--- src/rtl/tte_pkg.sv ---
package tte_pkg;

  localparam logic [15:0] EVT_SYN = 16'd0;
  localparam logic [15:0] EVT_KEY = 16'd1;
  localparam logic [15:0] EVT_ABS = 16'd3;

  localparam logic [15:0] CODE_SYN_REPORT = 16'h0000;
  localparam logic [15:0] CODE_SLOT       = 16'h002f;
  localparam logic [15:0] CODE_MAJOR      = 16'h0030;
  localparam logic [15:0] CODE_POS_X      = 16'h0035;
  localparam logic [15:0] CODE_POS_Y      = 16'h0036;
  localparam logic [15:0] CODE_TID        = 16'h0039;
  localparam logic [15:0] CODE_BTN_TOUCH  = 16'h014a;
  localparam logic [15:0] CODE_F7         = 16'd65;
  localparam logic [15:0] CODE_F8         = 16'd66;

  localparam logic [16:0] VAL_LIFTED      = 17'h1ffff;
  localparam logic [16:0] VAL_MAJOR       = 17'd6;
  localparam logic [10:0] PERMILLE_MAX    = 11'd1000;

  // floor(p / 1000) == (p * RECIP_1000) >> RECIP_SHIFT for p < 2**26
  localparam logic [26:0] RECIP_1000  = 27'd68719477;
  localparam int          RECIP_SHIFT = 36;

  localparam int CTL_MAP   = 0;
  localparam int CTL_LEFT  = 1;
  localparam int CTL_RIGHT = 2;
  localparam int CTL_LAND  = 3;
  localparam int PT_VALID  = 22;

  localparam logic [2:0] REG_CONTROL     = 3'd0;
  localparam logic [2:0] REG_MAX_X       = 3'd1;
  localparam logic [2:0] REG_MAX_Y       = 3'd2;
  localparam logic [2:0] REG_LEFT_PORT   = 3'd3;
  localparam logic [2:0] REG_RIGHT_PORT  = 3'd4;
  localparam logic [2:0] REG_LEFT_LAND   = 3'd5;
  localparam logic [2:0] REG_RIGHT_LAND  = 3'd6;

  typedef struct packed {
    logic [3:0]  control;
    logic [15:0] max_x;
    logic [15:0] max_y;
    logic [22:0] left_port;
    logic [22:0] right_port;
    logic [22:0] left_land;
    logic [22:0] right_land;
  } cfg_t;

  typedef struct packed {
    logic        press;
    logic        slot;
    logic        btn;
    logic [16:0] tid;
    logic [25:0] px;
    logic [25:0] py;
  } cmd_t;

  typedef enum logic [2:0] {
    ST_SLOT,
    ST_TID,
    ST_X,
    ST_Y,
    ST_MAJOR,
    ST_BTN,
    ST_SYN
  } step_t;

endpackage

--- src/rtl/trigger_to_touch_event_mapper.sv ---
// Channel   Handshake                        Payload
// in        in_valid / in_ready              in_side, in_event_type, in_key_code, in_key_value
// out       out_valid / out_ready            out_ev_type, out_ev_code, out_ev_value, out_last
// cfg       cfg_psel/penable/pwrite/pready   cfg_paddr, cfg_pwdata, cfg_prdata
//
// One output event per cycle unless out_ready stalls it: a press gives 6 or 7 events,
// a release 3 or 4, in the order set by the event sequencer in the back end.
// The front end classifies a request combinationally and takes one per cycle while
// its two-entry command queue has room. Reset is synchronous, active low.
// A stalled output holds the sequencer; the queue keeps the front end going.
module trigger_to_touch_event_mapper #(
  parameter int ID_WIDTH = 16
) (
  input  logic               clk,
  input  logic               rst_n,
  input  logic               in_valid,
  output logic               in_ready,
  input  logic               in_side,
  input  logic [15:0]        in_event_type,
  input  logic [15:0]        in_key_code,
  input  logic signed [31:0] in_key_value,
  output logic               out_valid,
  input  logic               out_ready,
  output logic [15:0]        out_ev_type,
  output logic [15:0]        out_ev_code,
  output logic signed [16:0] out_ev_value,
  output logic               out_last,
  input  logic               cfg_psel,
  input  logic               cfg_penable,
  input  logic               cfg_pwrite,
  input  logic [4:0]         cfg_paddr,
  input  logic [31:0]        cfg_pwdata,
  output logic [31:0]        cfg_prdata,
  output logic               cfg_pready
);

  tte_pkg::cfg_t cfg_r;
  logic [2:0]    reg_idx;
  logic          wr_en;

  logic          q_push, q_full, q_pop, q_valid;
  tte_pkg::cmd_t q_wdata, q_rdata;

  assign cfg_pready = 1'b1;
  assign reg_idx    = cfg_paddr[4:2];
  assign wr_en      = cfg_psel && cfg_penable && cfg_pwrite;

  always_ff @(posedge clk) begin
    if (!rst_n) begin
      cfg_r.control    <= 4'd6;
      cfg_r.max_x      <= 16'd1215;
      cfg_r.max_y      <= 16'd2687;
      cfg_r.left_port  <= 23'd0;
      cfg_r.right_port <= 23'd0;
      cfg_r.left_land  <= 23'd0;
      cfg_r.right_land <= 23'd0;
    end else if (wr_en) begin
      unique case (reg_idx)
        tte_pkg::REG_CONTROL:    cfg_r.control    <= cfg_pwdata[3:0];
        tte_pkg::REG_MAX_X:      cfg_r.max_x      <= cfg_pwdata[15:0];
        tte_pkg::REG_MAX_Y:      cfg_r.max_y      <= cfg_pwdata[15:0];
        tte_pkg::REG_LEFT_PORT:  cfg_r.left_port  <= cfg_pwdata[22:0];
        tte_pkg::REG_RIGHT_PORT: cfg_r.right_port <= cfg_pwdata[22:0];
        tte_pkg::REG_LEFT_LAND:  cfg_r.left_land  <= cfg_pwdata[22:0];
        tte_pkg::REG_RIGHT_LAND: cfg_r.right_land <= cfg_pwdata[22:0];
        default: ;
      endcase
    end
  end

  always_comb begin
    unique case (reg_idx)
      tte_pkg::REG_CONTROL:    cfg_prdata = {28'd0, cfg_r.control};
      tte_pkg::REG_MAX_X:      cfg_prdata = {16'd0, cfg_r.max_x};
      tte_pkg::REG_MAX_Y:      cfg_prdata = {16'd0, cfg_r.max_y};
      tte_pkg::REG_LEFT_PORT:  cfg_prdata = {9'd0, cfg_r.left_port};
      tte_pkg::REG_RIGHT_PORT: cfg_prdata = {9'd0, cfg_r.right_port};
      tte_pkg::REG_LEFT_LAND:  cfg_prdata = {9'd0, cfg_r.left_land};
      tte_pkg::REG_RIGHT_LAND: cfg_prdata = {9'd0, cfg_r.right_land};
      default:                 cfg_prdata = 32'd0;
    endcase
  end

  tte_front #(
    .ID_WIDTH(ID_WIDTH)
  ) u_front (
    .clk        (clk),
    .rst_n      (rst_n),
    .in_valid   (in_valid),
    .in_ready   (in_ready),
    .side       (in_side),
    .event_type (in_event_type),
    .key_code   (in_key_code),
    .key_value  (in_key_value),
    .cfg        (cfg_r),
    .q_push     (q_push),
    .q_data     (q_wdata),
    .q_full     (q_full)
  );

  tte_queue u_queue (
    .clk      (clk),
    .rst_n    (rst_n),
    .push     (q_push),
    .wr_data  (q_wdata),
    .full     (q_full),
    .pop      (q_pop),
    .rd_valid (q_valid),
    .rd_data  (q_rdata)
  );

  tte_back u_back (
    .clk          (clk),
    .rst_n        (rst_n),
    .q_valid      (q_valid),
    .q_data       (q_rdata),
    .q_pop        (q_pop),
    .out_valid    (out_valid),
    .out_ready    (out_ready),
    .out_ev_type  (out_ev_type),
    .out_ev_code  (out_ev_code),
    .out_ev_value (out_ev_value),
    .out_last     (out_last)
  );

endmodule

--- src/rtl/tte_front.sv ---
module tte_front #(
  parameter int ID_WIDTH = 16
) (
  input  logic            clk,
  input  logic            rst_n,
  input  logic            in_valid,
  output logic            in_ready,
  input  logic            side,
  input  logic [15:0]     event_type,
  input  logic [15:0]     key_code,
  input  logic [31:0]     key_value,
  input  tte_pkg::cfg_t   cfg,
  output logic            q_push,
  output tte_pkg::cmd_t   q_data,
  input  logic            q_full
);

  logic [1:0]          held_r, held_nxt;
  logic [1:0]          cnt_r, cnt_nxt;
  logic [ID_WIDTH-1:0] tid_r, tid_nxt;

  logic                key_ok, do_press, do_rel;
  logic [22:0]         port_pt, land_pt, pt;
  logic [10:0]         raw_x, raw_y;
  logic [9:0]          mx, my;
  logic [1:0]          cnt_inc, cnt_dec;
  logic [ID_WIDTH+16:0] tid_ext;

  assign in_ready = !q_full;

  always_comb begin
    key_ok = (event_type == tte_pkg::EVT_KEY) &&
             (key_code == (side ? tte_pkg::CODE_F7 : tte_pkg::CODE_F8)) &&
             cfg.control[tte_pkg::CTL_MAP] &&
             (side ? cfg.control[tte_pkg::CTL_RIGHT] : cfg.control[tte_pkg::CTL_LEFT]);
    port_pt = side ? cfg.right_port : cfg.left_port;
    land_pt = side ? cfg.right_land : cfg.left_land;
    pt = (cfg.control[tte_pkg::CTL_LAND] && land_pt[tte_pkg::PT_VALID]) ? land_pt : port_pt;
    do_press = key_ok && (key_value == 32'd1) && !held_r[side] && pt[tte_pkg::PT_VALID];
    do_rel   = key_ok && (key_value == 32'd0) && held_r[side];

    raw_x = pt[10:0];
    raw_y = pt[21:11];
    mx = (raw_x > tte_pkg::PERMILLE_MAX) ? tte_pkg::PERMILLE_MAX[9:0] : raw_x[9:0];
    my = (raw_y > tte_pkg::PERMILLE_MAX) ? tte_pkg::PERMILLE_MAX[9:0] : raw_y[9:0];

    cnt_inc = (cnt_r == 2'd3) ? cnt_r : cnt_r + 2'd1;
    cnt_dec = (cnt_r == 2'd0) ? cnt_r : cnt_r - 2'd1;
    tid_ext = {17'd0, tid_r};

    q_data.press = do_press;
    q_data.slot  = side;
    q_data.btn   = do_press ? (cnt_r == 2'd0) : (cnt_dec == 2'd0);
    q_data.tid   = tid_ext[16:0];
    q_data.px    = {16'd0, mx} * {10'd0, cfg.max_x};
    q_data.py    = {16'd0, my} * {10'd0, cfg.max_y};

    q_push = in_valid && in_ready && (do_press || do_rel);

    held_nxt = held_r;
    cnt_nxt  = cnt_r;
    tid_nxt  = tid_r;
    if (q_push) begin
      held_nxt[side] = do_press;
      cnt_nxt = do_press ? cnt_inc : cnt_dec;
      if (do_press) begin
        tid_nxt = tid_r + {{(ID_WIDTH-1){1'b0}}, 1'b1};
      end
    end
  end

  always_ff @(posedge clk) begin
    if (!rst_n) begin
      held_r <= 2'b00;
      cnt_r  <= 2'd0;
      tid_r  <= {{(ID_WIDTH-1){1'b0}}, 1'b1};
    end else begin
      held_r <= held_nxt;
      cnt_r  <= cnt_nxt;
      tid_r  <= tid_nxt;
    end
  end

endmodule

--- src/rtl/tte_queue.sv ---
module tte_queue (
  input  logic          clk,
  input  logic          rst_n,
  input  logic          push,
  input  tte_pkg::cmd_t wr_data,
  output logic          full,
  input  logic          pop,
  output logic          rd_valid,
  output tte_pkg::cmd_t rd_data
);

  tte_pkg::cmd_t entry_r [2];
  logic          wr_ptr_r, wr_ptr_nxt;
  logic          rd_ptr_r, rd_ptr_nxt;
  logic [1:0]    count_r, count_nxt;

  assign full     = (count_r == 2'd2);
  assign rd_valid = (count_r != 2'd0);
  assign rd_data  = entry_r[rd_ptr_r];

  always_comb begin
    wr_ptr_nxt = push ? !wr_ptr_r : wr_ptr_r;
    rd_ptr_nxt = pop ? !rd_ptr_r : rd_ptr_r;
    count_nxt  = count_r + {1'b0, push} - {1'b0, pop};
  end

  always_ff @(posedge clk) begin
    if (push) begin
      entry_r[wr_ptr_r] <= wr_data;
    end
  end

  always_ff @(posedge clk) begin
    if (!rst_n) begin
      wr_ptr_r <= 1'b0;
      rd_ptr_r <= 1'b0;
      count_r  <= 2'd0;
    end else begin
      wr_ptr_r <= wr_ptr_nxt;
      rd_ptr_r <= rd_ptr_nxt;
      count_r  <= count_nxt;
    end
  end

endmodule

--- src/rtl/tte_back.sv ---
module tte_back (
  input  logic               clk,
  input  logic               rst_n,
  input  logic               q_valid,
  input  tte_pkg::cmd_t      q_data,
  output logic               q_pop,
  output logic               out_valid,
  input  logic               out_ready,
  output logic [15:0]        out_ev_type,
  output logic [15:0]        out_ev_code,
  output logic signed [16:0] out_ev_value,
  output logic               out_last
);

  tte_pkg::step_t step_r, step_nxt;
  logic           busy_r, busy_nxt;
  tte_pkg::cmd_t  cmd_r;
  logic           out_valid_r;
  logic [15:0]    type_r, code_r;
  logic [16:0]    value_r;
  logic           last_r;

  logic           adv;
  logic [25:0]    qsel;
  logic [52:0]    prod;
  logic [15:0]    quot;
  logic [15:0]    ev_type, ev_code;
  logic [16:0]    ev_value;

  assign out_valid    = out_valid_r;
  assign out_ev_type  = type_r;
  assign out_ev_code  = code_r;
  assign out_ev_value = value_r;
  assign out_last     = last_r;

  always_comb begin
    qsel = (step_r == tte_pkg::ST_X) ? cmd_r.px : cmd_r.py;
    prod = {27'd0, qsel} * {26'd0, tte_pkg::RECIP_1000};
    quot = prod[tte_pkg::RECIP_SHIFT +: 16];
  end

  always_comb begin
    adv   = busy_r && (!out_valid_r || out_ready);
    q_pop = q_valid && (!busy_r || (adv && step_r == tte_pkg::ST_SYN));
    step_nxt = step_r;
    busy_nxt = busy_r;
    ev_type  = tte_pkg::EVT_ABS;
    ev_code  = tte_pkg::CODE_SLOT;
    ev_value = {16'd0, cmd_r.slot};
    unique case (step_r)
      tte_pkg::ST_SLOT: begin
        step_nxt = tte_pkg::ST_TID;
      end
      tte_pkg::ST_TID: begin
        ev_code  = tte_pkg::CODE_TID;
        ev_value = cmd_r.press ? cmd_r.tid : tte_pkg::VAL_LIFTED;
        step_nxt = cmd_r.press ? tte_pkg::ST_X :
                   (cmd_r.btn ? tte_pkg::ST_BTN : tte_pkg::ST_SYN);
      end
      tte_pkg::ST_X: begin
        ev_code  = tte_pkg::CODE_POS_X;
        ev_value = {1'b0, quot};
        step_nxt = tte_pkg::ST_Y;
      end
      tte_pkg::ST_Y: begin
        ev_code  = tte_pkg::CODE_POS_Y;
        ev_value = {1'b0, quot};
        step_nxt = tte_pkg::ST_MAJOR;
      end
      tte_pkg::ST_MAJOR: begin
        ev_code  = tte_pkg::CODE_MAJOR;
        ev_value = tte_pkg::VAL_MAJOR;
        step_nxt = cmd_r.btn ? tte_pkg::ST_BTN : tte_pkg::ST_SYN;
      end
      tte_pkg::ST_BTN: begin
        ev_type  = tte_pkg::EVT_KEY;
        ev_code  = tte_pkg::CODE_BTN_TOUCH;
        ev_value = {16'd0, cmd_r.press};
        step_nxt = tte_pkg::ST_SYN;
      end
      tte_pkg::ST_SYN: begin
        ev_type  = tte_pkg::EVT_SYN;
        ev_code  = tte_pkg::CODE_SYN_REPORT;
        ev_value = 17'd0;
        step_nxt = tte_pkg::ST_SLOT;
      end
      default: begin
        step_nxt = tte_pkg::ST_SLOT;
      end
    endcase
    if (!adv) begin
      step_nxt = step_r;
    end
    if (adv && step_r == tte_pkg::ST_SYN) begin
      busy_nxt = 1'b0;
    end
    if (q_pop) begin
      busy_nxt = 1'b1;
      step_nxt = tte_pkg::ST_SLOT;
    end
  end

  always_ff @(posedge clk) begin
    if (!rst_n) begin
      step_r      <= tte_pkg::ST_SLOT;
      busy_r      <= 1'b0;
      out_valid_r <= 1'b0;
    end else begin
      step_r <= step_nxt;
      busy_r <= busy_nxt;
      if (adv) begin
        out_valid_r <= 1'b1;
      end else if (out_ready) begin
        out_valid_r <= 1'b0;
      end
    end
  end

  always_ff @(posedge clk) begin
    if (q_pop) begin
      cmd_r <= q_data;
    end
    if (adv) begin
      type_r  <= ev_type;
      code_r  <= ev_code;
      value_r <= ev_value;
      last_r  <= (step_r == tte_pkg::ST_SYN);
    end
  end

endmodule

--- config.mk ---
export PLATFORM = sky130hd
export DESIGN_NAME = trigger_to_touch_event_mapper
export DESIGN_NICKNAME = d
export VERILOG_FILES = /design/src/rtl/tte_pkg.sv /design/src/rtl/trigger_to_touch_event_mapper.sv /design/src/rtl/tte_front.sv /design/src/rtl/tte_queue.sv /design/src/rtl/tte_back.sv
export SDC_FILE = /design/constraint.sdc
export NUM_CORES = 2
export LEC_CHECK = 0
export ABC_AREA = 0
export ABC_CLOCK_PERIOD_IN_PS = 7900
export BUFFER_PORTS_ARGS = -buffer_cell sky130_fd_sc_hd__buf_2
export CORE_MARGIN = 3
export CORE_UTILIZATION = 45
export DETAILED_ROUTE_END_ITERATION = 10
export GPL_ROUTABILITY_DRIVEN = 0
export HOLD_SLACK_MARGIN = 0.12
export PLACE_DENSITY = 0.66
export SLEW_MARGIN = 30
export SYNTH_ARGS = -nofsm -noshare
export SYNTH_HDL_FRONTEND = slang
export SYNTH_SLANG_ARGS = --single-unit
export TNS_END_PERCENT = 1
--- constraint.sdc ---
create_clock -name clk -period 7.9 [get_ports clk]
set_input_delay 1.58 -clock clk [delete_from_list [all_inputs] [get_ports clk]]
set_output_delay 1.58 -clock clk [all_outputs]
set_load 0.01 [all_outputs]
# Word-level counts from Yosys, hierarchy flattened
# Memories as Yosys holds them, arrays and structs flattened. A register that Yosys moved wholly into a read port is not among the register bits.
# Index checks and enable logic that the tools add are counted.
# classes
magnitude_cmp	4
muxes	31
multipliers	3
n_addsub	5
bitwise_logic	1
n_eq_ne	18
n_reduce_logical	45
# ops
operator	count
one-hot mux 23 bit (7 select lines)	1
one-hot mux 17 bit (5 select lines)	1
2-to-1 mux 23 bit	3
one-hot mux 9 bit (6 select lines)	1
multiplier 10 x 16 -> 26 bit	2
multiplier 26 x 27 -> 52 bit, second input constant	1
== test 32 x 1 -> 1 bit, second input constant	1
logical NOT 32 bit	1
2-to-1 mux 26 bit	1
> comparator 11 x 10 -> 1 bit, second input constant	2
2-to-1 mux 10 bit	2
== test 3 bit, second input constant	6
one-hot mux 3 bit (6 select lines)	1
AND reduction 2 bit	9
logical AND 1 bit	17
2-to-1 mux 17 bit	1
adder 16 x 1 -> 16 bit, second input constant	1
== test 16 x 1 -> 1 bit, second input constant	1
== test 16 bit	1
== test 3 x 2 -> 1 bit, second input constant	4
2-to-1 mux 1 bit	11
2-to-1 mux 2 bit	5
== test 3 x 1 -> 1 bit, second input constant	2
logical NOT 1 bit	6
18 further kinds	26
# totals
wordCells	129
mem_count	1
output_inout_bits	85
register_bits	224
ram_bits	142
# memory_table
memory	depth	word_bits	read_ports	rd_clocked_by_memory_dff	wr	line	text
u_queue.entry_r	2	71	1	1	1	tte_queue.sv:12	tte_pkg::cmd_t entry_r [2];

# Depth between registers and ports, before layout
# depth
word_depth	12
mapped_depth	32

# Hierarchy
# From an unflattened synthesis, not the netlist that was laid out.
# unflattened
hier_cells	3626
area_unflattened_um2	38409.3
# by_module_without_submodules
module	area_per_inst_um2	cells_each	n_inst
tte_back	14689.1	1392	1
tte_front	12045.3	1376	1
trigger_to_touch_event_mapper	5898.2	613	1
tte_queue	5776.8	245	1

# Worst setup path before layout
# Ideal clock, no wire load.
# synth_timing
path_type	in2reg
from	in in_side
to	mem u_queue.entry_r[0][22] (netlist bit) (data pin)
setup_time_ns	0.262
t_arrival_ns	8.270
stages	30
path_buffers	3
slack_ns	-0.632
cell_sequence	buf_4 > mux2_4 > nand2_2 > buf_6 > mux4_2 > or3_1 > a21oi_1 > nor3_1 > nor2_2 > and2_1 > buf_4 > nand2_1 > fa_1 > inv_1 > fa_1 > fa_1 > fa_1 > inv_1 > fa_1 > inv_1 > ha_1 > a21o_1 > nand3_1 > and2_1 > a31oi_1 > nor2b_1 > o41ai_1 > a21o_1 > a21oi_1 > xnor2_1
# synth_rtl
element	line	text
start, declared	trigger_to_touch_event_mapper.sv:18	input logic in_side,
end, declared	tte_queue.sv:12	

==> metrics.md <==
| Metric | Value |
|---|---|
| Antenna Cells | 0 |
| Clk buf depth | 3 |
| Final hold violation count | 0 |
| Fmax | 129 MHz |
| CTS buffer count | 41 |
| Wl on met1 | 40400 µm |
| Slew HR | 33.4% |
| Clk_skew | 0.0201 ns |
| Critical-path maximum fanout | 7 |
| Post-Route WL | 89900 µm |
| Post-synth EDFFs | 240 |
| Register area share after synthesis | 27.8% |
| Layout cell share with drive strength beyond 1 | 17.2% |
| Outcome | complete, no violations |
| DP Wirelength | 70700 µm |
| Seq cells post-synth | 397 |
| Die area | 86300 µm² |
| Fin Hold WS | 0.463 ns |
| Clk sinks | 397 |
| TritonCTS clock tree | yes |
| Synth warn | 0 |
| Crit share post-route | 97.9% |
| DR vias/cell | 5.12 |
| Largest net degree at the start of global routing | 104 |
| Die Ht | 294 µm |
| Placed insts | 4960 |
| Hold Path Origin | u_front.tid_r[14] |
| Mapped Cells | 3657 |
| P&R area growth vs syn | 13.5% |
| Initial core utilization | 45.9% |
| CTS hold repair buffers | 0 |
| Post-synth cell types | 72 |
| Global-route wire length before repair | 145000 µm |
| Initial antenna violation count | 0 |
| First-pass detailed-route iteration total | 5 |
| Syn Std Cell Area | 37200 µm² |
| Tmin final | 7.73 ns |
| RSZ-0062 raised after global routing | true |
| FF-to-FF path depth | 27 |
| Row cnt | 104 |
| WL met2 | 43000 µm |
| DR iter-0 viols | 1496 |
| Most frequent cells in the layout | 650 x inv_1, 451 x nand2_1, 430 x fa_1 |
| DRC | 0 |
| PortBufs | 150 |
| Setup CP Type | primary input to flip-flop |
| Met3 routed WL | 4220 µm |
| Num ports | 194 |
| Ys async rst share | 0% |
| Final net count | 4894 |
| Clk_lat worst skew | 0.57 ns |
| Core area | 81200 µm² |
| Most frequent CP cell | fa_1 |
| Synth Flop Type | edfxtp_1 |
| Final setup vio count | 0 |
| Register-to-register setup slack | 0.18 ns |
| Critical Path Sink Type | flip-flop |
| Die width | 294 µm |
| Least-Margin Pin Slew | 0.998 ns |
| Largest stage delay, worst path | 0.56 ns |
| Final core utilization | 52.0% |
| WHS Endpoint | u_queue.entry_r[0][66] |
| Reg2Reg Capture Point | u_back.out_ev_value[12] |
| Final Max Tran Viols | 0 |
| Routed WL per cell | 17.8 µm |
| DRT antenna net count | 0 |
| Slowest CP cell | fa_1 |
| GRT Total Usage | 21.0% |
| Final non-filler cell total | 5047 |
| Average size of a mapped cell | 10.2 µm² |
| Total gr overflow | 0 |
| Max cap viols | 0 |
| CTS clk-pin slew, worst paths | 0.06 ns |
| Top Layer Used | met4 |
| Worst setup SP type | primary input |
| FF-to-FF Start | u_back.step_r[0] |
| Clock root buffer | clkbuf_16 |
| Most common library cell in the layout ignoring fill and taps | inv_1 |
| Hold depth | 0 |
| CP required | 8.21 ns |
| Crit path DAT | 8.05 ns |
| Worst Hold Class | flip-flop to flip-flop |
| H-Tree Depth | 2 |
| Vias in the first global route | 26700 |
| Via count | 25800 |
==> routing by layer <==
metal	global-route usage, %	up-vias
met4	5.33	0
li1	-	12400
met5	0	-
met3	2.35	142
met1	28.9	12700
met2	35.7	572
==> area by class of cell <==
class	count	area, µm²
fillers	7239	38900
multi-input cells	2449	24000
flip-flops and latches	397	10400
repair buffers	407	2730
inverters	661	2490
well taps	1060	1330
clock buffers	50	1100
clock inverters	23	253
==> logic make-up (layout without fill, tap and decap cells) <==
kind of cell / after synthesis / count (layout) / share of synthesized area (%)
adder cells (fa/ha/maj): 828 / 828 / 36.5
AND/OR/NAND/NOR: 917 / 917 / 11.7
XOR/XNOR: 78 / 78 / 1.83
buffers and inverters: 841 / 1141 / 8.99
AO/OA/AOI/OAI: 427 / 427 / 7.57
multiplexers: 167 / 167 / 5.62
flip-flops: 397 / 397 / 27.8
other: 2 / 32 / 0.0202
==> synthesized netlist by cell type, drive strengths merged, types with 5 or more instances <==
cell,n,share of area (%)
or2,8,0.13
nand2b,11,0.18
a22oi,7,0.14
nand4,20,0.35
xnor2,56,1.3
clkbuf,120,1.2
o211ai,7,0.15
and2,68,1.1
mux4,24,1.5
and3,58,0.97
nor4,21,0.35
dfxtp,157,8.4
ha,397,13
a21o,25,0.50
a31oi,5,0.084
buf,60,1.1
nor3,19,0.26
a21oi,88,1.2
nor2,86,0.87
nand3,38,0.51
mux2,93,2.8
a221oi,11,0.28
nand2,458,4.6
fa,431,23
o21a,19,0.38
edfxtp,240,19
nor2b,109,1.8
and4,5,0.12
or3,8,0.13
o21bai,6,0.12
a22o,13,0.31
a211oi,7,0.14
mux2i,50,1.3
inv,661,6.7
a21boi,112,2.3
xor2,22,0.52
o21ai,96,1.3
==> per-stage QoR <==
stage | setup slack [ns] | cell area (µm²) | setup TNS (ns)
final | 0.167 | 42300 | 0
after global routing | -0.0852 | 42300 | -1.06
after CTS | -0.00568 | 41900 | -0.00568
after detailed placement | -0.742 | 40500 | -29.66
after global placement | -0.657 | 40500 | -26.33
after floorplan | -0.202 | 37500 | -2.61
==> timing repair <==
item,CTS,global route
pin swaps,11,59
setup buffers,3,12
resized for setup,8,59
setup endpoints to repair,18,51
==> flip-flops by register name, summed over array words and instances (netlist names), 3 cells and up <==
| signal | cells |
|---|---|
| u_front.tid_r | 16 |
| u_back.out_ev_value | 17 |
| u_back.out_ev_code | 7 |
| cfg_r | 128 |
| u_back.cmd_r | 71 |
| u_queue.entry_r | 142 |
| u_back.step_r | 3 |
==> worst max-delay path, delay by kind of cell <==
kind	cells	cell delay (ns)
adder cells (fa/ha/maj)	6	2.57
AND/OR/NAND/NOR	9	1.34
AO/OA/AOI/OAI	6	1.17
multiplexers	2	0.64
buffers and inverters	7	0.58
XOR/XNOR	1	0.14
==> how the worst max path moves through the flow <==
stage | from | endpoint | slack [ns] | cells past startpoint
CTS | in_side | u_queue.entry_r[1][51] | -0.006 | 30
global placement | in_side | u_queue.entry_r[1][22] | -0.66 | 31
detailed placement | in_side | u_queue.entry_r[0][51] | -0.74 | 29
finish | in_side | u_queue.entry_r[1][51] | 0.17 | 31
global route | in_side | u_queue.entry_r[1][51] | -0.09 | 31
floorplan | in_side | u_queue.entry_r[0][24] | -0.20 | 32
Power is not shown: default switching activity piles up to over one toggle a cycle in this logic, so the estimate is an artifact.
